--- src/hdl/brf_pkg.sv ---
package brf_pkg;

	// ring geometry
	localparam int BRF_DEPTH = 1024;
	localparam int PTR_W = $clog2(BRF_DEPTH);
	localparam int LEN_W = 11;
	localparam int MAX_RUN = 64;
	localparam int RUN_W = $clog2(MAX_RUN + 1);
	localparam int PREFIX_BYTES = 4;
	localparam int PFX_W = $clog2(PREFIX_BYTES);
	localparam int SIZE_W = 8 * PREFIX_BYTES;

	// operation codes
	localparam logic [2:0] OP_WRITE = 3'd0;
	localparam logic [2:0] OP_FORCE = 3'd1;
	localparam logic [2:0] OP_READ = 3'd2;
	localparam logic [2:0] OP_MWRITE = 3'd3;
	localparam logic [2:0] OP_MREAD = 3'd4;

	// result status codes
	localparam logic [1:0] ST_OK = 2'd0;
	localparam logic [1:0] ST_REJECT = 2'd1;
	localparam logic [1:0] ST_EMPTY = 2'd2;
	localparam logic [1:0] ST_DROP = 2'd3;

	typedef struct packed {
		logic [2:0]       operation;
		logic [7:0]       data_byte;
		logic [LEN_W-1:0] run_length;
		logic             first_of_run;
	} req_t;

	typedef struct packed {
		logic [7:0]       read_byte;
		logic             byte_valid;
		logic [1:0]       status;
		logic [LEN_W-1:0] free_bytes;
		logic             last;
	} res_t;

	// classified request kinds
	typedef enum logic [2:0] {
		K_WRITE  = 3'd0,
		K_MWRITE = 3'd1,
		K_FORCE  = 3'd2,
		K_READ   = 3'd3,
		K_MREAD  = 3'd4,
		K_NONE   = 3'd5
	} kind_t;

	typedef struct packed {
		kind_t            kind;
		logic [7:0]       data_byte;
		logic [LEN_W-1:0] run_length;
		logic             first_of_run;
	} cmd_t;

endpackage

--- src/hdl/brf_front.sv ---
module brf_front import brf_pkg::*; (
	input  logic clk,
	input  logic arst_n,
	input  logic req_valid,
	output logic req_stall,
	input  req_t req,
	output logic cmd_valid,
	input  logic cmd_pop,
	output cmd_t cmd
);

	cmd_t       q_ent_q [2];
	logic       wr_ptr_q;
	logic       rd_ptr_q;
	logic [1:0] cnt_q;
	cmd_t       cls;
	logic       push;

	// classify the incoming request
	always_comb begin
		cls.data_byte = req.data_byte;
		cls.run_length = req.run_length;
		cls.first_of_run = req.first_of_run;
		case (req.operation)
			OP_WRITE: cls.kind = K_WRITE;
			OP_MWRITE: cls.kind = K_MWRITE;
			OP_FORCE: cls.kind = K_FORCE;
			OP_READ: cls.kind = K_READ;
			OP_MREAD: cls.kind = K_MREAD;
			default: cls.kind = K_NONE;
		endcase
	end

	assign req_stall = (cnt_q == 2'd2);
	assign push = req_valid && !req_stall;
	assign cmd_valid = (cnt_q != 2'd0);
	assign cmd = q_ent_q[rd_ptr_q];

	// two-entry queue towards the back end
	always_ff @(posedge clk or negedge arst_n) begin
		if (!arst_n) begin
			wr_ptr_q <= 1'b0;
			rd_ptr_q <= 1'b0;
			cnt_q <= 2'd0;
		end else begin
			if (push) wr_ptr_q <= ~wr_ptr_q;
			if (cmd_pop) rd_ptr_q <= ~rd_ptr_q;
			if (push && !cmd_pop) cnt_q <= cnt_q + 2'd1;
			else if (cmd_pop && !push) cnt_q <= cnt_q - 2'd1;
		end
	end

	always_ff @(posedge clk) begin
		if (push) q_ent_q[wr_ptr_q] <= cls;
	end

endmodule

--- config.mk ---
export PLATFORM = sky130hd
export DESIGN_NAME = brf_front
export DESIGN_NICKNAME = d
export VERILOG_FILES = /design/src/hdl/brf_pkg.sv /design/src/hdl/brf_front.sv
export SDC_FILE = /design/constraint.sdc
export NUM_CORES = 1
export LEC_CHECK = 0
export BUFFER_PORTS_ARGS = -buffer_cell sky130_fd_sc_hd__buf_2
export CAP_MARGIN = 20
export CORE_UTILIZATION = 46
export DETAILED_ROUTE_END_ITERATION = 7
export HOLD_SLACK_MARGIN = 0.05
export PLACE_DENSITY_LB_ADDON = 0.05
export SYNTH_ARGS = -nofsm -noshare
export SYNTH_HDL_FRONTEND = slang
export SYNTH_SLANG_ARGS = --single-unit
--- constraint.sdc ---
create_clock -name clk -period 2.04 [get_ports clk]
set_input_delay 0.204 -clock clk [delete_from_list [all_inputs] [get_ports clk]]
set_output_delay 0.204 -clock clk [all_outputs]
set_load 0.03 [all_outputs]
==> metrics, run 1 <==
status finished, final reports clean; routed vias ~970; TritonRoute pass-1 iters 4; largest net degree at the start of global routing 19; max frequency about 0.58 GHz; I/O Pins 52; dpl ws between 0.5 and 0.6 ns; CTS sink cnt 50; # H-tree levels 2; routability cong. between 0.6 and 0.7; Simple-Gate Fraction of Synth Area 1.70%; syn_area_per_cell about 21 sq um; CTS tree built; # hold bufs at CTS 1; synth warn 0; sequential area share after synthesis 74.7%; Cells after Synth between 90 and 100; WP data arrival about 1.5 ns; share of cells above drive strength 1 ~56%; largest family of logic cells by synthesized area multiplexers; syn nets between 100 and 150; hold_ws slightly above 0.09 ns; multiplexer share of the synthesized area about 17%; Layout Skew approximately 0.0043 ns; fin cells between 200 and 250; Area Overhead vs Synth 20.5%; global route overflow 0; die area ~4600 sq um; Cell Pwr Density roughly 1500 nW/um^2; post-synthesis adder-cell area fraction 0.631%; vias in the first global route around 1k; CP Data Required Time around 1.8 ns; setup_tns 0 ns; worst hold path class in2reg; mapped cell area 1980 sq um; drt wl/cell 13.9 um; setup ws final 0.324 ns; Clock Latency Late Sink 0.29 ns; Synth Area in Compound Gates 0.378%; Setup crit start kind flip-flop; first-pass GRT wire length roughly 4.6 mm; final wirelength approximately 2.9 mm; critical path class reg2out; crit path max fanout 18; placed cell count 197; clock buffer depth 2; RSZ-0062 raised after global routing false; row count 23; DR vias/cell 4.71; CTS resizes 0; n_diodes 0; Netlist cell types 17; Die Y 67.7 um; xor/xnor share of the synthesized area ~2.6%; total CTS buffers 5; register area around 1500 sq um; fin nets between 150 and 200; clock transition at the registers of the reported paths approximately 0.08 ns; max-slew violations 0; Pleak around 1.0 nW; crit path time final between 1.5 and 2 ns; initial antenna violation count 0; Tcrit/Tclk final between 80% and 90%; Starting Density 48.9%; Worst-Margin Slew around 0.32 ns; Crit. End Element output pin; Die Wd just under 70 um; Buffers on Ports ~50; # Max-Cap Violations 0; CORE AREA roughly 4100 sq um; Final Setup Violations 0; Critical Path Max Stage Delay between 0.3 and 0.4 ns; drt initial violations 50; Crit-path slowest cell mux2_2; Tot GR Track Use 15.0%; post-synthesis register bit count 50; Worst IR Drop VDD around 0.65 mV; antenna-violating nets left 0; area occupied by multi-input gates 439 sq um; post-CTS setup buffer count 0; DRC 0; # fillers between 300 and 400; DP HPWL just over 2 mm; Max-slew headroom 78.7%; Hold Fails Final Rpt 0; clk root buf clkbuf_8; crit-path cells buf_4 -> mux2_2 -> buf_2
## report_power, final
group          internal, mW  switching [mW]  total, mW  leakage (nW)
Combinational         0.617           0.892       1.51         0.479
Clock                 0.236           0.289      0.525        0.0426
Sequential             1.41          0.0796       1.49         0.474
Total                  2.26            1.26       3.52         0.996
## cell usage after synthesis
cell,instances,share of area (%)
edfxtp_1,46,70
clkbuf_1,1,0.19
dfrtp_1,4,5.0
mux2_4,19,14
nor2_1,3,0.57
buf_6,1,0.57
mux2_2,4,2.3
or2_2,1,0.32
nand2b_1,1,0.32
ha_1,1,0.63
a21o_1,1,0.38
nand2_1,1,0.19
xor2_1,3,1.3
and3_1,1,0.32
buf_12,2,2.0
xnor2_1,3,1.3
inv_1,3,0.57
## through the flow
stage          total power [mW]  utilization (%)  area [sq um]
2_1_floorplan              2.73                -          1980
3_3_place_gp               3.02             56.7          2300
3_5_place_dp               3.05             56.7          2300
4_1_cts                    3.58             58.9          2390
5_1_grt                    3.73             58.9          2390
6_report                   3.52             58.9          2390
## per-layer routing
layer | vias up | global-route usage [%] | part of all wire (%)
li1 | 471 | - | -
met1 | 465 | 16.9 | 40
met2 | 29 | 24.1 | 52
met3 | 6 | 6.25 | 6.1
met4 | 0 | 7.98 | 1.6
met5 | - | 0 | 0
## registers in the layout (all words and copies together) (netlist names)
name and cells:
rd_ptr_q 1, cnt_q 2, q_ent_q 46, wr_ptr_q 1
## cell type report
class / count / share of cell area [%]
well taps: 50 / 2.62
clock buffers: 6 / 3.04
flip-flops and latches: 50 / 62.0
inverters: 3 / 0.471
clock inverters: 2 / 0.366
multi-input cells: 38 / 18.4
repair buffers: 57 / 13.2
## kinds of logic after synthesis
group | count (synthesis)
adders and majority gates | 1
AOI/OAI and AO/OA | 1
buffers and inverters | 7
and+or+nand+nor | 7
xor gates and xnor gates | 6
DFF | 50
muxes | 23
## path summary, 6_finish.rpt
check	end	start	cells after the start	slack [ns]
max	cmd[0]	rd_ptr_q	3	0.32
min	q_ent_q[0][12]	req[12]	1	0.09
max reg2reg	cnt_q[1]	cnt_q[0]	7	0.55
min reg2reg	cnt_q[1]	cnt_q[1]	1	0.49
max in group asynchronous	rd_ptr_q	arst_n	2	1.68
min in group asynchronous	cnt_q[1]	arst_n	2	0.24
## cells in the final DEF (no fill, tap or decap), drive strengths merged
cell type,n
buf,56
edfxtp,46
mux2,23
clkbuf,6
dfrtp,4
inv,3
xnor2,3
xor2,3
nor2,3
clkinv,2
nand2b,1
a21o,1
or2,1
and3,1
nand2,1
ha,1
dlygate4sd3,1
## critical path, delay by kind of cell, from the launching register on
family                 cells  cell delay [ns]
muxes                      1             0.38
buffers and inverters      2             0.49
DFF                        1             0.35
Note: power is estimated with default switching activity, not from simulation.
==> inputs of run 2 (changes only) <==
--- a/config.mk
+++ b/config.mk
@@ -7,7 +7,7 @@
 export LEC_CHECK = 0
 export BUFFER_PORTS_ARGS = -buffer_cell sky130_fd_sc_hd__buf_2
 export CAP_MARGIN = 20
-export CORE_UTILIZATION = 46
+export CORE_UTILIZATION = 51
 export DETAILED_ROUTE_END_ITERATION = 7
 export HOLD_SLACK_MARGIN = 0.05
 export PLACE_DENSITY_LB_ADDON = 0.05
==> constraint.sdc (replaced) <==
create_clock -name clk -period 1.6 [get_ports clk]
set_input_delay 0.16 -clock clk [delete_from_list [all_inputs] [get_ports clk]]
set_output_delay 0.16 -clock clk [all_outputs]
set_load 0.03 [all_outputs]
==> metrics, run 2 (synthesized netlist as in run 1, its figures left out) <==
status finished, final reports clean; fin cells 218 (+5.8%); row count 22 (-4.3%); DR vias/cell 4.61 (-2.2%); Worst Reg-to-Reg Cells 7 (unchanged); crit-path cells buf_6 -> mux2_4 -> buf_2; Hold Fails Final Rpt 0 (unchanged); Largest regs q_ent_q: 46 flops, cnt_q: 2 flops; TritonRoute pass-1 iters 4 (unchanged); Setup crit end cmd[18]; worst hold path class in2reg; dpl ws 0.164 ns (-0.365 ns); Tcrit/Tclk final between 90% and 100%; critical path class reg2out; clock transition at the registers of the reported paths 0.08 ns (about the same); crit path buf inv count 2 (unchanged); post-CTS setup buffer count 0 (unchanged); setup_tns 0 ns (unchanged); Worst IR Drop VDD 1.00 mV (+55%); crit path time final 1.56 ns; first-pass GRT wire length 4.73 mm (+3.6%); Buffers on Ports 51 (unchanged); initial antenna violation count 0 (unchanged); placed cell count 197 (unchanged); CP startpoint rd_ptr_q; max FFs per register 46 (unchanged); Die Wd 64.4 um (-4.9%); Pleak 1.07 nW (+7.6%); Crit-path slowest cell dfrtp_1; origin of the critical flop-to-flop path cnt_q[0]; WP data arrival 1.40 ns (-0.11 ns); FF-to-FF End cnt_q[1]; setup ws final 0.0406 ns (-0.284 ns); share of cells above drive strength 1 52.9% (-2.8 points); Starting Density 53.8% (+4.9 points); clock buffer depth 2 (unchanged); delay-heaviest family, CP buffers and inverters; Tot GR Track Use 16.1% (+1.1 points); Crit. path cell count 3 (unchanged); die area 4140 sq um (-9.5%); total CTS buffers 5 (unchanged); # H-tree levels 2 (unchanged); largest net degree at the start of global routing 16 (-3); drt wl/cell 13.5 um (-2.6%); antenna-violating nets left 0 (unchanged); Critical Path Max Stage Delay 0.38 ns (about the same); clk root buf clkbuf_8; final wirelength 2.94 mm (+3.0%); Top reg by flops q_ent_q; routed vias 1,005 (+3.5%); Area Overhead vs Synth 28.9%; design area 2560 sq um (+7.0%); vias in the first global route 1,021 (+2.1%); Layout Skew 0.00639 ns (+0.00209 ns); Crit. End Element output pin; CORE AREA 3690 sq um (-9.1%); routability cong. 0.624 (-5.1%); area occupied by multi-input gates 444 sq um (+1.1%); Cell Pwr Density 1860 nW/um^2 (+26%); register area 1480 sq um (unchanged); CTS sink cnt 50 (unchanged); most frequent cells in the layout buf_2, edfxtp_1, mux2_4; fin nets 197 (+7.7%); global route overflow 0 (unchanged); Setup crit start kind flip-flop; Clock Latency Late Sink 0.29 ns (about the same); Worst-Margin Slew 0.196 ns (-0.123 ns); Max-slew headroom 86.9% (+8.2 points); max-slew violations 0 (unchanged); max frequency around 0.64 GHz; crit path max fanout 14 (-4); DP HPWL 2.00 mm (-2.3%); # Max-Cap Violations 0 (unchanged); CP Data Required Time 1.44 ns (-0.40 ns); CTS tree built; Final Setup Violations 0 (unchanged); n_diodes 0 (unchanged); I/O Pins 52 (unchanged); Reg2Reg Setup Slack 0.16 ns (-0.39 ns); DRC 0 (unchanged); drt initial violations 40 (-20%); Post-DP Area 2300 sq um (+0.22%); Die Y 64.4 um (-4.9%); # fillers 264 (-18%); most common cell after layout, fill and taps aside buf_2
==> run 2: timing repair <==
action / in CTS / in global routing
pin swaps: 0 / 0
hold buffers: 10 / 3
setup endpoints to repair: 7 / 3
gates resized for setup: 1 / 1
endpoints found under the hold margin: 22 / 5
==> run 2: report_power, final <==
group	internal, mW	switching [mW]
Clock	0.509	0.366
Combinational	0.823	1.14
Sequential	1.80	0.114
Total	3.13	1.62
==> run 2: worst min-delay path by stage <==
stage	startpoint	depth (start not counted)	slack [ns]	end
after floorplan	arst_n	0	-0.14	cnt_q[0]
after global placement	arst_n	1	-0.03	cnt_q[0]
after detailed placement	arst_n	1	-0.02	wr_ptr_q
after CTS	req[4]	1	0.05	q_ent_q[1][4]
after global routing	req[1]	1	0.05	q_ent_q[1][1]
final	req[14]	1	0.06	q_ent_q[1][14]
==> run 2: layout make-up <==
cell class	count	share of cell area, %
clock inverter	1	1.17
tap	48	2.35
inverter	3	0.440
sequential	50	57.9
multi-input combinational	38	17.4
timing repair buffer	71	17.4
clock buffer	7	3.37
==> run 2: layer usage <==
metal / vias up / routed length [um] / global-route usage, %
li1: 498 / - / -
met1: 469 / 1190 / 19.3
met2: 34 / 1560 / 27.1
met3: 4 / 142 / 3.93
met4: 0 / 48 / 7.50
met5: - / 0 / 0
==> run 2: stage by stage <==
step / hold WS (ns) / util (%) / power [mW]
floorplan: -0.136 / - / 3.50
detailed placement: -0.0250 / 62.5 / 3.89
global route: 0.0512 / 69.4 / 4.98
CTS: 0.0508 / 68.5 / 4.79
global placement: -0.0287 / 62.5 / 3.84
finish: 0.0600 / 69.4 / 4.75
==> inputs of run 3 (changes only) <==
--- a/config.mk
+++ b/config.mk
@@ -7,6 +7,7 @@
 export LEC_CHECK = 0
 export BUFFER_PORTS_ARGS = -buffer_cell sky130_fd_sc_hd__buf_2
 export CAP_MARGIN = 20
+export CORE_ASPECT_RATIO = 1.1
 export CORE_UTILIZATION = 51
 export DETAILED_ROUTE_END_ITERATION = 7
 export HOLD_SLACK_MARGIN = 0.05
==> metrics, run 3 (synthesized netlist as in run 1, its figures left out) <==
critical path class reg2out; dpl ws 0.179 ns (+0.0143 ns); Largest regs q_ent_q: 46 flops, cnt_q: 2 flops; Buffers on Ports 51 (unchanged); DP HPWL 1.99 mm (-0.63%); most frequent cells in the layout buf_2, edfxtp_1, mux2_4; Post-DP Area 2330 sq um (+1.1%); Top reg by flops q_ent_q; CORE AREA 3680 sq um (-0.14%); worst hold path class in2reg; clk root buf clkbuf_8; drt wl/cell 13.9 um (+2.7%); Tot GR Track Use 15.2% (-0.88 points); Hold Fails Final Rpt 0 (unchanged); Clock power frac 16.8% (-1.6 points); CTS sink cnt 50 (unchanged); Worst IR Drop VDD 0.874 mV (-13%); Layout Skew 0.00339 ns (-0.00300 ns); I/O Pins 52 (unchanged); row count 23 (+4.5%); CTS tree built; CP Data Required Time 1.44 ns (about the same); fin cells 222 (+1.8%); Final Setup Violations 0 (unchanged); setup_tns 0 ns (unchanged); Clock Latency Late Sink 0.29 ns (about the same); crit path max fanout 9 (-5); largest net degree at the start of global routing 24 (+8); Sw Pwr 1.65 mW (+1.7%); Critical Path Max Stage Delay 0.46 ns (+0.08 ns); Worst-Margin Slew 0.175 ns (-0.0214 ns); max-slew violations 0 (unchanged); clock transition at the registers of the reported paths 0.08 ns (about the same); fin nets 199 (+1.0%); post-CTS setup buffer count 0 (unchanged); max FFs per register 46 (unchanged); crit path buf inv count 2 (unchanged); design area 2630 sq um (+2.9%); WP data arrival 1.41 ns (about the same); Setup crit start kind flip-flop; Max-slew headroom 88.3% (+1.4 points); delay-heaviest family, CP flip-flops; global route overflow 0 (unchanged); hold_ws 0.0543 ns (-0.00574 ns); combinational power share 43.4% (+2.0 points); RSZ-0062 raised after global routing true; Reg power frac 39.8% (-0.4 points); # Max-Cap Violations 0 (unchanged); Starting Density 53.9% (+0.073 points); Die Y 67.4 um (+4.7%); TritonRoute pass-1 iters 4 (unchanged); antenna-violating nets left 0 (unchanged); initial antenna violation count 0 (unchanged); Reg2Reg Setup Slack 0.17 ns (about the same); max frequency 0.638 GHz (-0.47%); routed vias 1,043 (+3.8%); Pleak 1.09 nW (+1.8%); DR vias/cell 4.70 (+1.9%); Cell Pwr Density 1840 nW/um^2 (-0.84%); Crit. End Element output pin; Design Power 4.85 mW (+2.1%); most common cell after layout, fill and taps aside buf_2; routability cong. 0.618 (-0.96%); final wirelength 3.08 mm (+4.6%); DRC 0 (unchanged); # H-tree levels 2 (unchanged); clock buffer depth 2 (unchanged); share of cells above drive strength 1 52.0% (-0.89 points); first-pass GRT wire length 4.28 mm (-9.6%); Tcrit/Tclk final 97.9% (+0.46 points); sw frac 34.0% (-0.13 points); die area 4140 sq um (about the same); crit path time final 1.57 ns (+0.00738 ns); placed cell count 197 (unchanged); total CTS buffers 5 (unchanged); crit-path cells clkbuf_16 -> mux2_4 -> buf_2; Area Overhead vs Synth 32.7%; setup ws final 0.0333 ns (-0.00738 ns); internal power component 3.20 mW (+2.3%); fin util 71.5% (+2.1 points); vias in the first global route 1,007 (-1.4%); Crit-path slowest cell dfrtp_2; Die Wd 61.5 um (-4.5%); drt initial violations 30 (-25%); status finished, final reports clean
==> run 3: cell count changes in the layout (fill, tap and decap cells not counted), sizes merged <==
| cell | change |
|---|---|
| diode | +1 |
| clkbuf | -1 |
| buf | -2 |
| clkinv | +1 |
| dlygate4sd3 | +3 |
==> run 3: repair_timing <==
item / 4_1_cts / 5_1_grt
hold buffers: 15 / 1
gates resized for setup: 0 / 7
hold endpoints to repair: 32 / 2
setup endpoints to repair: 0 / 4
==> run 3: area by class of cell <==
cell class / instances / area, sq um
diodes: 1 / 2.50
clock buffers: 5 / 68.8
clock inverters: 2 / 33.8
fillers: 281 / 1050
inverters: 3 / 11.3
multi-input cells: 38 / 444
flip-flops and latches: 50 / 1480
well taps: 50 / 62.6
repair buffers: 73 / 528
==> run 3: path summary, 6_finish.rpt <==
kind                       depth (start not counted)      from  endpoint
max                                                3  rd_ptr_q   cmd[14]
min                                                2   cmd_pop  rd_ptr_q
max reg2reg                                        7  cnt_q[0]  cnt_q[1]
min reg2reg                                        1  cnt_q[1]  cnt_q[1]
max in group asynchronous                          2    arst_n  rd_ptr_q
min in group asynchronous                          2    arst_n  cnt_q[0]
==> run 3: power groups by stage <==
stage	registers, mW	clock network, mW	logic [mW]
3_3_place_gp	1.92	0	1.99
2_1_floorplan	1.91	0	1.59
3_5_place_dp	1.95	0	2.01
6_report	1.93	0.813	2.11
5_1_grt	1.96	0.880	2.24
4_1_cts	1.92	0.836	2.04
==> run 3: metal layers <==
layer	wire (um)	GRT usage (%)	part of all wire (%)
met1	1140	15.0	37
met2	1760	28.5	57
met3	164	5.75	5.3
met4	15	5.00	0.49
met5	0	0	0
